$ cat config.mk
export PLATFORM = sky130hd
export DESIGN_NAME = textured_wall_column_generator
export DESIGN_NICKNAME = d
export VERILOG_FILES = /design/src/rtl/core/twc_pkg.sv /design/src/rtl/core/twc_front.sv /design/src/rtl/core/twc_div.sv /design/src/rtl/core/twc_back.sv /design/src/rtl/core/textured_wall_column_generator.sv
export VERILOG_INCLUDE_DIRS = /design/src /design/src/rtl/core
export SDC_FILE = /design/constraint.sdc
export NUM_CORES = 2
export LEC_CHECK = 0
export BUFFER_PORTS_ARGS = -buffer_cell sky130_fd_sc_hd__buf_2
export CORE_ASPECT_RATIO = 0.8
export CORE_MARGIN = 4
export CORE_UTILIZATION = 35
export CTS_CLUSTER_SIZE = 28
export DETAILED_ROUTE_END_ITERATION = 7
export PLACE_DENSITY_LB_ADDON = 0.12
export RECOVER_POWER = 100
export SLEW_MARGIN = 25
export SYNTH_ARGS = -nofsm -noshare
export SYNTH_HDL_FRONTEND = slang
export SYNTH_HIERARCHICAL = 1
export SYNTH_SLANG_ARGS = --single-unit
$ cat constraint.sdc
create_clock -name clock -period 9.5 [get_ports clock]
set_input_delay 0.475 -clock clock [delete_from_list [all_inputs] [get_ports clock]]
set_output_delay 0.475 -clock clock [all_outputs]
set_load 0.05 [all_outputs]
$ cat src/rtl/core/textured_wall_column_generator_defines.svh
// Assertion macros shared by the textured wall column generator modules.
`ifndef TEXTURED_WALL_COLUMN_GENERATOR_DEFINES_SVH
`define TEXTURED_WALL_COLUMN_GENERATOR_DEFINES_SVH

`ifndef SYNTHESIS

// Same-cycle implication, checked on every rising edge outside reset.
`define TWC_ASSERT_IMP(lbl, clk, rst, ante, cons) \
   lbl: assert property (@(posedge clk) disable iff (rst) (ante) |-> (cons)) \
      else $error("twc: same-cycle check failed");

// Next-cycle implication, checked on every rising edge outside reset.
`define TWC_ASSERT_NXT(lbl, clk, rst, ante, cons) \
   lbl: assert property (@(posedge clk) disable iff (rst) (ante) |=> (cons)) \
      else $error("twc: next-cycle check failed");

`else

`define TWC_ASSERT_IMP(lbl, clk, rst, ante, cons)
`define TWC_ASSERT_NXT(lbl, clk, rst, ante, cons)

`endif

`endif

$ cat src/rtl/core/twc_pkg.sv
// Shared types, field widths and codes of the textured wall column generator.
package twc_pkg;

   localparam int SCREEN_ROWS_DEFAULT     = 512;
   localparam int TEXTURE_ROWS_DEFAULT    = 64;
   localparam int TEXTURE_COLUMNS_DEFAULT = 64;

   localparam int COLUMN_W    = 12;
   localparam int DIST_W      = 32;
   localparam int FRAC_W      = 16;
   localparam int TEX_ID_W    = 2;
   localparam int PIXEL_ROW_W = 9;
   localparam int KIND_W      = 2;
   localparam int COLOR_W     = 24;
   localparam int TEXEL_W     = 6;
   localparam int HEIGHT_W    = 16;
   localparam int FIX_W       = 32;

   localparam logic [KIND_W-1:0] KIND_CEILING = 2'd0;
   localparam logic [KIND_W-1:0] KIND_WALL    = 2'd1;
   localparam logic [KIND_W-1:0] KIND_FLOOR   = 2'd2;

   localparam int CSR_INDEX_W = 4;
   localparam logic [CSR_INDEX_W-1:0] CSR_CEILING_COLOR = 4'd0;
   localparam logic [CSR_INDEX_W-1:0] CSR_FLOOR_COLOR   = 4'd1;

   // Queue between front and back; depth is a power of two so pointers wrap.
   localparam int QUEUE_DEPTH = 2;
   localparam int QPTR_W      = 1;

   typedef struct packed {
      logic                is_row;
      logic [COLUMN_W-1:0] column;
      logic [DIST_W-1:0]   wall_distance;
      logic [FRAC_W-1:0]   hit_fraction;
      logic                mirror;
      logic [TEX_ID_W-1:0] texture_select;
   } queue_item_type;

endpackage

$ cat src/rtl/core/twc_front.sv
// Front end: takes request transactions, classifies them and queues them.
`include "textured_wall_column_generator_defines.svh"

module twc_front (
   input  logic                                clock,
   input  logic                                reset,
   input  logic                                req_valid,
   output logic                                req_ready,
   input  logic                                req_action,
   input  logic [twc_pkg::COLUMN_W-1:0]        req_column,
   input  logic [twc_pkg::DIST_W-1:0]          req_wall_distance,
   input  logic [twc_pkg::FRAC_W-1:0]          req_hit_fraction,
   input  logic                                req_wall_side,
   input  logic                                req_dir_x_positive,
   input  logic                                req_dir_y_negative,
   input  logic [twc_pkg::TEX_ID_W-1:0]        req_texture_select,
   output logic                                q_valid,
   output twc_pkg::queue_item_type             q_item,
   input  logic                                q_pop
);

   localparam int QD   = twc_pkg::QUEUE_DEPTH;
   localparam int QP_W = twc_pkg::QPTR_W;
   localparam int QC_W = $clog2(QD + 1);

   twc_pkg::queue_item_type item_ff [QD];
   twc_pkg::queue_item_type item_in;
   logic [QP_W-1:0] wr_ptr_ff, wr_ptr_in;
   logic [QP_W-1:0] rd_ptr_ff, rd_ptr_in;
   logic [QC_W-1:0] count_ff, count_in;
   logic            push;
   logic            pop;

   assign req_ready = (count_ff != QC_W'(QD));
   assign q_valid   = (count_ff != '0);
   assign q_item    = item_ff[rd_ptr_ff];
   assign push      = req_valid && req_ready;
   assign pop       = q_pop && q_valid;

   always_comb begin
      item_in.is_row         = req_action;
      item_in.column         = req_column;
      item_in.wall_distance  = req_wall_distance;
      item_in.hit_fraction   = req_hit_fraction;
      // mirror the texture column on faces seen from the far side
      item_in.mirror         = (!req_wall_side && req_dir_x_positive) ||
                               (req_wall_side && req_dir_y_negative);
      item_in.texture_select = req_texture_select;

      wr_ptr_in = push ? wr_ptr_ff + QP_W'(1) : wr_ptr_ff;
      rd_ptr_in = pop ? rd_ptr_ff + QP_W'(1) : rd_ptr_ff;
      count_in  = count_ff + QC_W'(push) - QC_W'(pop);
   end

   always_ff @(posedge clock) begin
      if (reset) begin
         wr_ptr_ff <= '0;
         rd_ptr_ff <= '0;
         count_ff  <= '0;
      end else begin
         wr_ptr_ff <= wr_ptr_in;
         rd_ptr_ff <= rd_ptr_in;
         count_ff  <= count_in;
      end
   end

   always_ff @(posedge clock) begin
      if (push) begin
         item_ff[wr_ptr_ff] <= item_in;
      end
   end

   `TWC_ASSERT_IMP(a_queue_bounded, clock, reset, 1'b1, count_ff <= QC_W'(QD))

endmodule

$ cat src/rtl/core/twc_div.sv
// Restoring divider, one quotient bit per cycle.
module twc_div #(
   parameter int DIVIDEND_W = 33,
   parameter int DIVISOR_W  = 32
) (
   input  logic                  clock,
   input  logic                  reset,
   input  logic                  start,
   input  logic [DIVIDEND_W-1:0] dividend,
   input  logic [DIVISOR_W-1:0]  divisor,
   output logic                  done,
   output logic [DIVIDEND_W-1:0] quotient
);

   localparam int CNT_W = $clog2(DIVIDEND_W + 1);

   logic [DIVISOR_W:0]    rem_ff, rem_in;
   logic [DIVISOR_W:0]    trial;
   logic [DIVIDEND_W-1:0] quo_ff, quo_in;
   logic [DIVISOR_W-1:0]  dsr_ff, dsr_in;
   logic [CNT_W-1:0]      cnt_ff, cnt_in;
   logic                  done_ff, done_in;
   logic                  fits;

   assign done     = done_ff;
   assign quotient = quo_ff;

   always_comb begin
      // remainder stays below the divisor, so its top bit is always clear here
      trial   = {rem_ff[DIVISOR_W-1:0], quo_ff[DIVIDEND_W-1]};
      fits    = (trial >= {1'b0, dsr_ff});
      rem_in  = rem_ff;
      quo_in  = quo_ff;
      dsr_in  = dsr_ff;
      cnt_in  = cnt_ff;
      done_in = 1'b0;
      if (start) begin
         rem_in = '0;
         quo_in = dividend;
         dsr_in = divisor;
         cnt_in = CNT_W'(DIVIDEND_W);
      end else if (cnt_ff != '0) begin
         rem_in  = fits ? trial - {1'b0, dsr_ff} : trial;
         quo_in  = {quo_ff[DIVIDEND_W-2:0], fits};
         cnt_in  = cnt_ff - CNT_W'(1);
         done_in = (cnt_ff == CNT_W'(1));
      end
   end

   always_ff @(posedge clock) begin
      if (reset) begin
         cnt_ff  <= '0;
         done_ff <= 1'b0;
      end else begin
         cnt_ff  <= cnt_in;
         done_ff <= done_in;
      end
   end

   always_ff @(posedge clock) begin
      rem_ff <= rem_in;
      quo_ff <= quo_in;
      dsr_ff <= dsr_in;
   end

endmodule

$ cat src/rtl/core/twc_back.sv
// Back end: column set-up sequencer and per-row pixel generation.
`include "textured_wall_column_generator_defines.svh"

module twc_back #(
   parameter int SCREEN_ROWS     = twc_pkg::SCREEN_ROWS_DEFAULT,
   parameter int TEXTURE_ROWS    = twc_pkg::TEXTURE_ROWS_DEFAULT,
   parameter int TEXTURE_COLUMNS = twc_pkg::TEXTURE_COLUMNS_DEFAULT
) (
   input  logic                               clock,
   input  logic                               reset,
   input  logic                               q_valid,
   input  twc_pkg::queue_item_type            q_item,
   output logic                               q_pop,
   input  logic [twc_pkg::COLOR_W-1:0]        ceiling_color,
   input  logic [twc_pkg::COLOR_W-1:0]        floor_color,
   output logic                               rsp_valid,
   input  logic                               rsp_ready,
   output logic [twc_pkg::COLUMN_W-1:0]       rsp_pixel_column,
   output logic [twc_pkg::PIXEL_ROW_W-1:0]    rsp_pixel_row,
   output logic [twc_pkg::KIND_W-1:0]         rsp_pixel_kind,
   output logic [twc_pkg::COLOR_W-1:0]        rsp_flat_color,
   output logic [twc_pkg::TEX_ID_W-1:0]       rsp_texture_id,
   output logic [twc_pkg::TEXEL_W-1:0]        rsp_texel_column,
   output logic [twc_pkg::TEXEL_W-1:0]        rsp_texel_row,
   output logic                               rsp_last_row
);

   localparam int ROW_W  = $clog2(SCREEN_ROWS);
   localparam int MID    = SCREEN_ROWS / 2;
   localparam int SRW    = $clog2(SCREEN_ROWS + 1);
   localparam int TRW    = $clog2(TEXTURE_ROWS + 1);
   localparam int DIV_A  = SRW + 16;
   localparam int DIV_B  = TRW + 24;
   localparam int DIV_AB = (DIV_A > DIV_B) ? DIV_A : DIV_B;
   localparam int DIV_W  = (DIV_AB > 32) ? DIV_AB : 33;
   localparam int TCW    = $clog2(TEXTURE_COLUMNS + 1);
   localparam int TCP_W  = twc_pkg::FRAC_W + TCW;
   localparam int HW     = twc_pkg::HEIGHT_W + 1;
   localparam int H_W    = twc_pkg::HEIGHT_W;
   localparam int F_W    = twc_pkg::FIX_W;
   localparam int PR_W   = twc_pkg::PIXEL_ROW_W;
   localparam int TX_W   = twc_pkg::TEXEL_W;
   localparam int C_W    = twc_pkg::COLOR_W;
   localparam int MUL_W  = H_W + F_W;
   localparam logic [7:0] TROW_MASK = 8'(TEXTURE_ROWS - 1);

   typedef enum logic [3:0] {
      S_IDLE  = 4'b0001,
      S_DIV_H = 4'b0010,
      S_DIV_S = 4'b0100,
      S_MUL   = 4'b1000
   } state_type;

   state_type state_ff, state_in;
   logic      active_ff, active_in;
   logic      rsp_valid_ff, rsp_valid_in;

   logic [twc_pkg::COLUMN_W-1:0] column_ff, column_in;
   logic [twc_pkg::TEX_ID_W-1:0] tid_ff, tid_in;
   logic [TX_W-1:0]              tcol_ff, tcol_in;
   logic                         dist_zero_ff, dist_zero_in;
   logic [H_W-1:0]               height_ff, height_in;
   logic [ROW_W-1:0]             first_ff, first_in;
   logic [ROW_W-1:0]             last_ff, last_in;
   logic [ROW_W-1:0]             row_ff, row_in;
   logic [H_W-1:0]               offset_ff, offset_in;
   logic [F_W-1:0]               step_ff, step_in;
   logic [F_W-1:0]               pos_ff, pos_in;

   logic [twc_pkg::COLUMN_W-1:0] rsp_column_ff, rsp_column_in;
   logic [PR_W-1:0]              rsp_row_ff, rsp_row_in;
   logic [twc_pkg::KIND_W-1:0]   rsp_kind_ff, rsp_kind_in;
   logic [C_W-1:0]               rsp_color_ff, rsp_color_in;
   logic [twc_pkg::TEX_ID_W-1:0] rsp_tid_ff, rsp_tid_in;
   logic [TX_W-1:0]              rsp_tcol_ff, rsp_tcol_in;
   logic [TX_W-1:0]              rsp_trow_ff, rsp_trow_in;
   logic                         rsp_last_ff, rsp_last_in;

   logic             div_start;
   logic [DIV_W-1:0] div_dividend;
   logic [F_W-1:0]   div_divisor;
   logic             div_done;
   logic [DIV_W-1:0] div_quotient;

   logic             in_idle;
   logic             slot_free;
   logic             emit;
   logic             on_wall;
   logic             at_bottom;
   logic [TCP_W-1:0] tc_prod;
   logic [TCW-1:0]   tc_raw;
   logic [TCW-1:0]   tc_sel;
   logic [HW-1:0]    half17;
   logic [HW-1:0]    mid17;
   logic [HW-1:0]    first17;
   logic [HW-1:0]    sum17;
   logic [HW-1:0]    last17;
   logic [HW-1:0]    offset17;
   logic [MUL_W-1:0] mul_prod;

   twc_div #(
      .DIVIDEND_W (DIV_W),
      .DIVISOR_W  (F_W)
   ) u_div (
      .clock    (clock),
      .reset    (reset),
      .start    (div_start),
      .dividend (div_dividend),
      .divisor  (div_divisor),
      .done     (div_done),
      .quotient (div_quotient)
   );

   assign in_idle   = (state_ff == S_IDLE);
   assign slot_free = !rsp_valid_ff || rsp_ready;
   assign emit      = in_idle && q_valid && q_item.is_row && active_ff && slot_free;
   // rows with no active column are dropped; loads always leave the queue
   assign q_pop     = in_idle && q_valid && (!q_item.is_row || !active_ff || slot_free);
   assign on_wall   = (row_ff >= first_ff) && (row_ff <= last_ff);
   assign at_bottom = (row_ff == ROW_W'(SCREEN_ROWS - 1));

   always_comb begin
      tc_prod  = TCP_W'(q_item.hit_fraction) * TCP_W'(TEXTURE_COLUMNS);
      tc_raw   = tc_prod[TCP_W-1:twc_pkg::FRAC_W];
      tc_sel   = q_item.mirror ? TCW'(TEXTURE_COLUMNS - 1) - tc_raw : tc_raw;

      half17   = HW'(height_ff[H_W-1:1]);
      mid17    = HW'(MID);
      first17  = (mid17 > half17) ? mid17 - half17 : '0;
      sum17    = half17 + mid17;
      last17   = (sum17 > HW'(SCREEN_ROWS - 1)) ? HW'(SCREEN_ROWS - 1) : sum17;
      offset17 = first17 + half17 - mid17;

      mul_prod = MUL_W'(offset_ff) * MUL_W'(step_ff);
   end

   always_comb begin
      state_in     = state_ff;
      active_in    = active_ff;
      column_in    = column_ff;
      tid_in       = tid_ff;
      tcol_in      = tcol_ff;
      dist_zero_in = dist_zero_ff;
      height_in    = height_ff;
      first_in     = first_ff;
      last_in      = last_ff;
      row_in       = row_ff;
      offset_in    = offset_ff;
      step_in      = step_ff;
      pos_in       = pos_ff;
      div_start    = 1'b0;
      div_dividend = '0;
      div_divisor  = '0;

      case (state_ff)
         S_IDLE: begin
            if (q_valid && !q_item.is_row) begin
               div_start    = 1'b1;
               div_dividend = DIV_W'(SCREEN_ROWS) << 16;
               div_divisor  = q_item.wall_distance;
               column_in    = q_item.column;
               tid_in       = q_item.texture_select;
               tcol_in      = TX_W'(tc_sel);
               dist_zero_in = (q_item.wall_distance == '0);
               state_in     = S_DIV_H;
            end
         end
         S_DIV_H: begin
            if (div_done) begin
               if (dist_zero_ff || (|div_quotient[DIV_W-1:H_W])) begin
                  height_in = '1;
               end else begin
                  height_in = div_quotient[H_W-1:0];
               end
               div_start    = 1'b1;
               div_dividend = DIV_W'(TEXTURE_ROWS) << 24;
               div_divisor  = F_W'(height_in);
               state_in     = S_DIV_S;
            end
         end
         S_DIV_S: begin
            if (div_done) begin
               if ((height_ff == '0) || (|div_quotient[DIV_W-1:F_W])) begin
                  step_in = '1;
               end else begin
                  step_in = div_quotient[F_W-1:0];
               end
               first_in  = ROW_W'(first17);
               last_in   = ROW_W'(last17);
               offset_in = offset17[H_W-1:0];
               state_in  = S_MUL;
            end
         end
         S_MUL: begin
            pos_in    = mul_prod[F_W-1:0];
            row_in    = '0;
            active_in = 1'b1;
            state_in  = S_IDLE;
         end
         default: begin
            state_in = S_IDLE;
         end
      endcase

      if (emit) begin
         if (on_wall) begin
            pos_in = pos_ff + step_ff;
         end
         if (at_bottom) begin
            active_in = 1'b0;
         end else begin
            row_in = row_ff + ROW_W'(1);
         end
      end
   end

   always_comb begin
      rsp_valid_in  = emit || (rsp_valid_ff && !rsp_ready);
      rsp_column_in = column_ff;
      rsp_row_in    = PR_W'(row_ff);
      rsp_last_in   = at_bottom;
      rsp_kind_in   = twc_pkg::KIND_WALL;
      rsp_color_in  = '0;
      rsp_tid_in    = '0;
      rsp_tcol_in   = '0;
      rsp_trow_in   = '0;
      if (on_wall) begin
         rsp_tid_in  = tid_ff;
         rsp_tcol_in = tcol_ff;
         rsp_trow_in = TX_W'(pos_ff[F_W-1:24] & TROW_MASK);
      end else if (row_ff < ROW_W'(MID)) begin
         rsp_kind_in  = twc_pkg::KIND_CEILING;
         rsp_color_in = ceiling_color;
      end else begin
         rsp_kind_in  = twc_pkg::KIND_FLOOR;
         rsp_color_in = floor_color;
      end
   end

   always_ff @(posedge clock) begin
      if (reset) begin
         state_ff     <= S_IDLE;
         active_ff    <= 1'b0;
         rsp_valid_ff <= 1'b0;
      end else begin
         state_ff     <= state_in;
         active_ff    <= active_in;
         rsp_valid_ff <= rsp_valid_in;
      end
   end

   always_ff @(posedge clock) begin
      column_ff    <= column_in;
      tid_ff       <= tid_in;
      tcol_ff      <= tcol_in;
      dist_zero_ff <= dist_zero_in;
      height_ff    <= height_in;
      first_ff     <= first_in;
      last_ff      <= last_in;
      row_ff       <= row_in;
      offset_ff    <= offset_in;
      step_ff      <= step_in;
      pos_ff       <= pos_in;
      // hold the pixel while the consumer stalls
      if (emit) begin
         rsp_column_ff <= rsp_column_in;
         rsp_row_ff    <= rsp_row_in;
         rsp_kind_ff   <= rsp_kind_in;
         rsp_color_ff  <= rsp_color_in;
         rsp_tid_ff    <= rsp_tid_in;
         rsp_tcol_ff   <= rsp_tcol_in;
         rsp_trow_ff   <= rsp_trow_in;
         rsp_last_ff   <= rsp_last_in;
      end
   end

   assign rsp_valid        = rsp_valid_ff;
   assign rsp_pixel_column = rsp_column_ff;
   assign rsp_pixel_row    = rsp_row_ff;
   assign rsp_pixel_kind   = rsp_kind_ff;
   assign rsp_flat_color   = rsp_color_ff;
   assign rsp_texture_id   = rsp_tid_ff;
   assign rsp_texel_column = rsp_tcol_ff;
   assign rsp_texel_row    = rsp_trow_ff;
   assign rsp_last_row     = rsp_last_ff;

   `TWC_ASSERT_IMP(a_div_done_in_setup, clock, reset, div_done, (state_ff == S_DIV_H) || (state_ff == S_DIV_S))
   `TWC_ASSERT_NXT(a_setup_starts_top, clock, reset, state_ff == S_MUL, active_ff && (row_ff == '0))
   `TWC_ASSERT_IMP(a_span_straddles_mid, clock, reset, active_ff, (first_ff <= ROW_W'(MID)) && (last_ff >= ROW_W'(MID)))
   `TWC_ASSERT_NXT(a_bottom_ends_column, clock, reset, emit && at_bottom, !active_ff)

endmodule

$ cat src/rtl/core/textured_wall_column_generator.sv
// Top level of the textured wall column generator: control registers, front and back.
//
// Channel  Dir  Handshake              Carries
// req      in   req_valid/req_ready    column load or next-row request
// rsp      out  rsp_valid/rsp_ready    one pixel per transaction
// csr      in   csr_valid/csr_ready    register index and 24-bit data
//
// Rows stream at one per clock unless a load is in set-up or rsp_ready stalls the output.
// A load steps through S_DIV_H, S_DIV_S and S_MUL, using the shared restoring
// divider that produces one quotient bit per cycle for the wall height, then the step.
// Reset is synchronous; it clears the colours, the queue, the sequencer and the active flag.
// With rsp_ready low the output register holds its pixel; the two-entry queue keeps
// taking transactions until it is full. csr writes are taken every cycle.
module textured_wall_column_generator #(
   parameter int SCREEN_ROWS     = twc_pkg::SCREEN_ROWS_DEFAULT,
   parameter int TEXTURE_ROWS    = twc_pkg::TEXTURE_ROWS_DEFAULT,
   parameter int TEXTURE_COLUMNS = twc_pkg::TEXTURE_COLUMNS_DEFAULT
) (
   input  logic                               clock,
   input  logic                               reset,
   input  logic                               req_valid,
   output logic                               req_ready,
   input  logic                               req_action,
   input  logic [twc_pkg::COLUMN_W-1:0]       req_column,
   input  logic [twc_pkg::DIST_W-1:0]         req_wall_distance,
   input  logic [twc_pkg::FRAC_W-1:0]         req_hit_fraction,
   input  logic                               req_wall_side,
   input  logic                               req_dir_x_positive,
   input  logic                               req_dir_y_negative,
   input  logic [twc_pkg::TEX_ID_W-1:0]       req_texture_select,
   output logic                               rsp_valid,
   input  logic                               rsp_ready,
   output logic [twc_pkg::COLUMN_W-1:0]       rsp_pixel_column,
   output logic [twc_pkg::PIXEL_ROW_W-1:0]    rsp_pixel_row,
   output logic [twc_pkg::KIND_W-1:0]         rsp_pixel_kind,
   output logic [twc_pkg::COLOR_W-1:0]        rsp_flat_color,
   output logic [twc_pkg::TEX_ID_W-1:0]       rsp_texture_id,
   output logic [twc_pkg::TEXEL_W-1:0]        rsp_texel_column,
   output logic [twc_pkg::TEXEL_W-1:0]        rsp_texel_row,
   output logic                               rsp_last_row,
   input  logic                               csr_valid,
   output logic                               csr_ready,
   input  logic [twc_pkg::CSR_INDEX_W-1:0]    csr_index,
   input  logic [twc_pkg::COLOR_W-1:0]        csr_data
);

   logic [twc_pkg::COLOR_W-1:0] ceiling_ff, ceiling_in;
   logic [twc_pkg::COLOR_W-1:0] floor_ff, floor_in;
   logic                        csr_write;

   logic                        q_valid;
   logic                        q_pop;
   twc_pkg::queue_item_type     q_item;

   assign csr_ready = 1'b1;
   assign csr_write = csr_valid && csr_ready;

   always_comb begin
      ceiling_in = ceiling_ff;
      floor_in   = floor_ff;
      if (csr_write) begin
         case (csr_index)
            twc_pkg::CSR_CEILING_COLOR: ceiling_in = csr_data;
            twc_pkg::CSR_FLOOR_COLOR:   floor_in   = csr_data;
            default: begin
               // drop writes to unmapped indexes
            end
         endcase
      end
   end

   always_ff @(posedge clock) begin
      if (reset) begin
         ceiling_ff <= '0;
         floor_ff   <= '0;
      end else begin
         ceiling_ff <= ceiling_in;
         floor_ff   <= floor_in;
      end
   end

   twc_front u_front (
      .clock              (clock),
      .reset              (reset),
      .req_valid          (req_valid),
      .req_ready          (req_ready),
      .req_action         (req_action),
      .req_column         (req_column),
      .req_wall_distance  (req_wall_distance),
      .req_hit_fraction   (req_hit_fraction),
      .req_wall_side      (req_wall_side),
      .req_dir_x_positive (req_dir_x_positive),
      .req_dir_y_negative (req_dir_y_negative),
      .req_texture_select (req_texture_select),
      .q_valid            (q_valid),
      .q_item             (q_item),
      .q_pop              (q_pop)
   );

   twc_back #(
      .SCREEN_ROWS     (SCREEN_ROWS),
      .TEXTURE_ROWS    (TEXTURE_ROWS),
      .TEXTURE_COLUMNS (TEXTURE_COLUMNS)
   ) u_back (
      .clock            (clock),
      .reset            (reset),
      .q_valid          (q_valid),
      .q_item           (q_item),
      .q_pop            (q_pop),
      .ceiling_color    (ceiling_ff),
      .floor_color      (floor_ff),
      .rsp_valid        (rsp_valid),
      .rsp_ready        (rsp_ready),
      .rsp_pixel_column (rsp_pixel_column),
      .rsp_pixel_row    (rsp_pixel_row),
      .rsp_pixel_kind   (rsp_pixel_kind),
      .rsp_flat_color   (rsp_flat_color),
      .rsp_texture_id   (rsp_texture_id),
      .rsp_texel_column (rsp_texel_column),
      .rsp_texel_row    (rsp_texel_row),
      .rsp_last_row     (rsp_last_row)
   );

endmodule
==> reports/summary.md <==
- finished with violations — status
- max-capacitance violations, max-slew violations — failing checks
- 0.397 — final core occ
- 23,900 — vias in the first global route
- in2reg — worst min-delay path category
- 84,900 um — final wirelength
- 627 — Slew Viols, Final
- clkbuf_1 -> nand2_1 -> fa_1 -> fa_1 -> fa_1 -> inv_1 -> ha_1 -> fa_1 -> inv_1 -> fa_1 -> inv_1 -> ha_1 -> a2111oi_0 -> o21ai_0 -> a311oi_1 -> nor2_1 -> o21ai_0 -> o21ai_0 -> a21oi_1 -> xnor2_1 -> o221ai_1 — cell-by-cell listing of the critical path
- 0 ps — total negative setup slack
- 0 — antenna cells
- 128 MHz — top achievable clock speed
- 286 um — Die Y-Extent
- 7840 ps — shortest clock period the worst path allows after layout
- sky130_fd_sc_hd__edfxtp_1 — slowest CP cell
- 10.4 sq um — average size of a mapped cell
- 356 um — floorplan die width
- 8300 ps — arrival time of the worst setup path
- 0.00722 W — Total Power
- 650 ps — insertion delay to the later sink of the worst-skew pair
- 3,960 — Nets
- 0.150 mV — peak ir drop on the vdd network
- 4190 ps — Worst Max-Slew Pin Slew
- 4 — initial antenna violation count
- 0.355 — starting density of the core
- 4.88 — number of vias per cell after detailed routing
- 152 — Buffers on Ports
- 14 — MaxCap Viol Count
- 1660 ps — FF-to-FF setup slack
- 3 — CTS Buffer Depth
- 89 — largest net degree at the start of global routing
- 76.6 ps — Fin Hold WS
- 164 — I/O Pins
- 880 ps — delay of the slowest critical-path stage
- -1.80 — Max transition margin
- 0 — DRC violations left
- 0 — Final Hold Fails
- u_back/offset_ff[3] — timing startpoint of the critical path
- 11.9% — area added between synthesis and finish
- 0 — GRT Residual Overflow
- 0 — Post-DRT Antenna Nets
- 3,246 — number of instances in the synthesized netlist
- false — RSZ-0062 raised after global routing
- 5 — first drt pass iteration count
- sky130_fd_sc_hd__fa_1 — cell mode on critical path
- 0.0339 sq mm — area of the mapped netlist
- sky130_fd_sc_hd__inv_1 — commonest non-fill, non-tap cell in the layout
- u_back/offset_ff[3] — origin of the critical flop-to-flop path
- sky130_fd_sc_hd__clkbuf_16 — clock tree root driver cell
- 0.102 sq mm — die outline area
- 0.168 — GRT Resource Usage Total
- 0 — post_cts resized
- 473 — number of sinks handled by clock tree synthesis
- 1,215 — number of violations reported at the end of detailed-routing iteration 0
- reg2reg — type of the setup path with the least slack
- 2 — count of H-tree levels built during CTS
- 23,200 — number of vias after detailed routing
- flop — startpoint types
- 9960 ps — Worst Path Required
- 101 — number of rows created at floorplan
- 0.0769 — fraction of layout cells with a size suffix above 1
- sky130_fd_sc_hd__inv_1, sky130_fd_sc_hd__nand2_1, sky130_fd_sc_hd__edfxtp_1, sky130_fd_sc_hd__fa_1, sky130_fd_sc_hd__ha_1 — most frequent cells in the layout
- 6 — Synth warnings
- flop — kind of capture point of the worst setup path
- req_texture_select[0] — Min-Delay Startpoint
- 0.0954 sq mm — core area
- 190 mW/mm^2 — Power Density
- 54 — TritonCTS Buffers
- 0.825 — fin crit share
- 61,200 um — total half-perimeter wirelength after legalization and detailed placement
- 0 — Final setup violation count
- 0.782 — routability-driven placement congestion ratio
- 60 ps — clock transition at the registers of the reported paths
- 15.8 nW — total leakage power
- 63.3 ps — clock skew after layout
- yes — clock tree from TritonCTS
- 14 — worst-path fanout max
- 136,000 um — global-route wire length before repair
- 17.9 um — wire length per cell after detailed routing
==> area by class of cell <==
type | instances | area, sq um
fillers | 9562 | 57500
multi-input cells | 2241 | 18900
flip-flops and latches | 473 | 12800
well taps | 1287 | 1610
inverters | 414 | 1550
clock buffers | 76 | 1500
repair buffers | 230 | 1250
clock inverters | 25 | 274
==> metal layers <==
metal | global-route usage | vias to the layer above | wire length [um]
met2 | 0.275 | 340 | 39200
met4 | 0.0322 | 2 | 1320
met1 | 0.241 | 11500 | 41500
li1 | - | 11200 | -
met5 | 0 | - | 13
met3 | 0.0192 | 87 | 2890
==> timing repair <==
action                                  in CTS  in global routing
setup buffers                                0                  0
hold buffers                                40                  0
endpoints found under the hold margin       79                  0
endpoints found under the setup margin       0                  0
==> sequential cells by signal, summed over array words and instances, names as in the netlist, 24 cells and up, named ones only <==
name and cells:
u_back/step_ff 30, u_back/rsp_flat_color 24, u_back/pos_ff 30, u_front/item_ff 108, ceiling_ff 24, floor_ff 24, u_back/u_div/dsr_ff 32, u_back/u_div/rem_ff 32
u_back/u_div/quotient 33
==> worst max-delay path: cells and delay by family, from the launching register on <==
family / cells / cell delay [ps]
adder cells (fa/ha/maj): 7 / 3300
flip-flops: 1 / 880
XOR/XNOR: 1 / 140
buffers and inverters: 4 / 910
AO/OA/AOI/OAI: 7 / 2180
AND/OR/NAND/NOR: 2 / 270
==> power breakdown <==
part           switching, W  internal, W  leakage [nW]
combinational       0.00137     0.000935          10.7
clock              0.000881      0.00119         0.856
sequential         0.000194      0.00265          4.32
total               0.00244      0.00478          15.8
==> metrics by stage <==
| stage | instances | setup WS (ps) | instance area [sq um] |
|---|---|---|---|
| floorplan | 3276 | 3640 | 34000 |
| global placement | 4605 | 2560 | 36000 |
| detailed placement | 4605 | 2500 | 36000 |
| CTS | 4746 | 2500 | 38200 |
| global route | 4746 | 1230 | 37900 |
| finish | 4746 | 1660 | 37900 |
==> final timing paths <==
kind         depth (start not counted)                    endpoint
min                                  1       u_front/item_ff[1][0]
max reg2reg                         21           u_back/pos_ff[29]
max                                 21           u_back/pos_ff[29]
min reg2reg                          0  u_back/rsp_pixel_column[4]
Note: power is estimated with default switching activity, not from simulation.
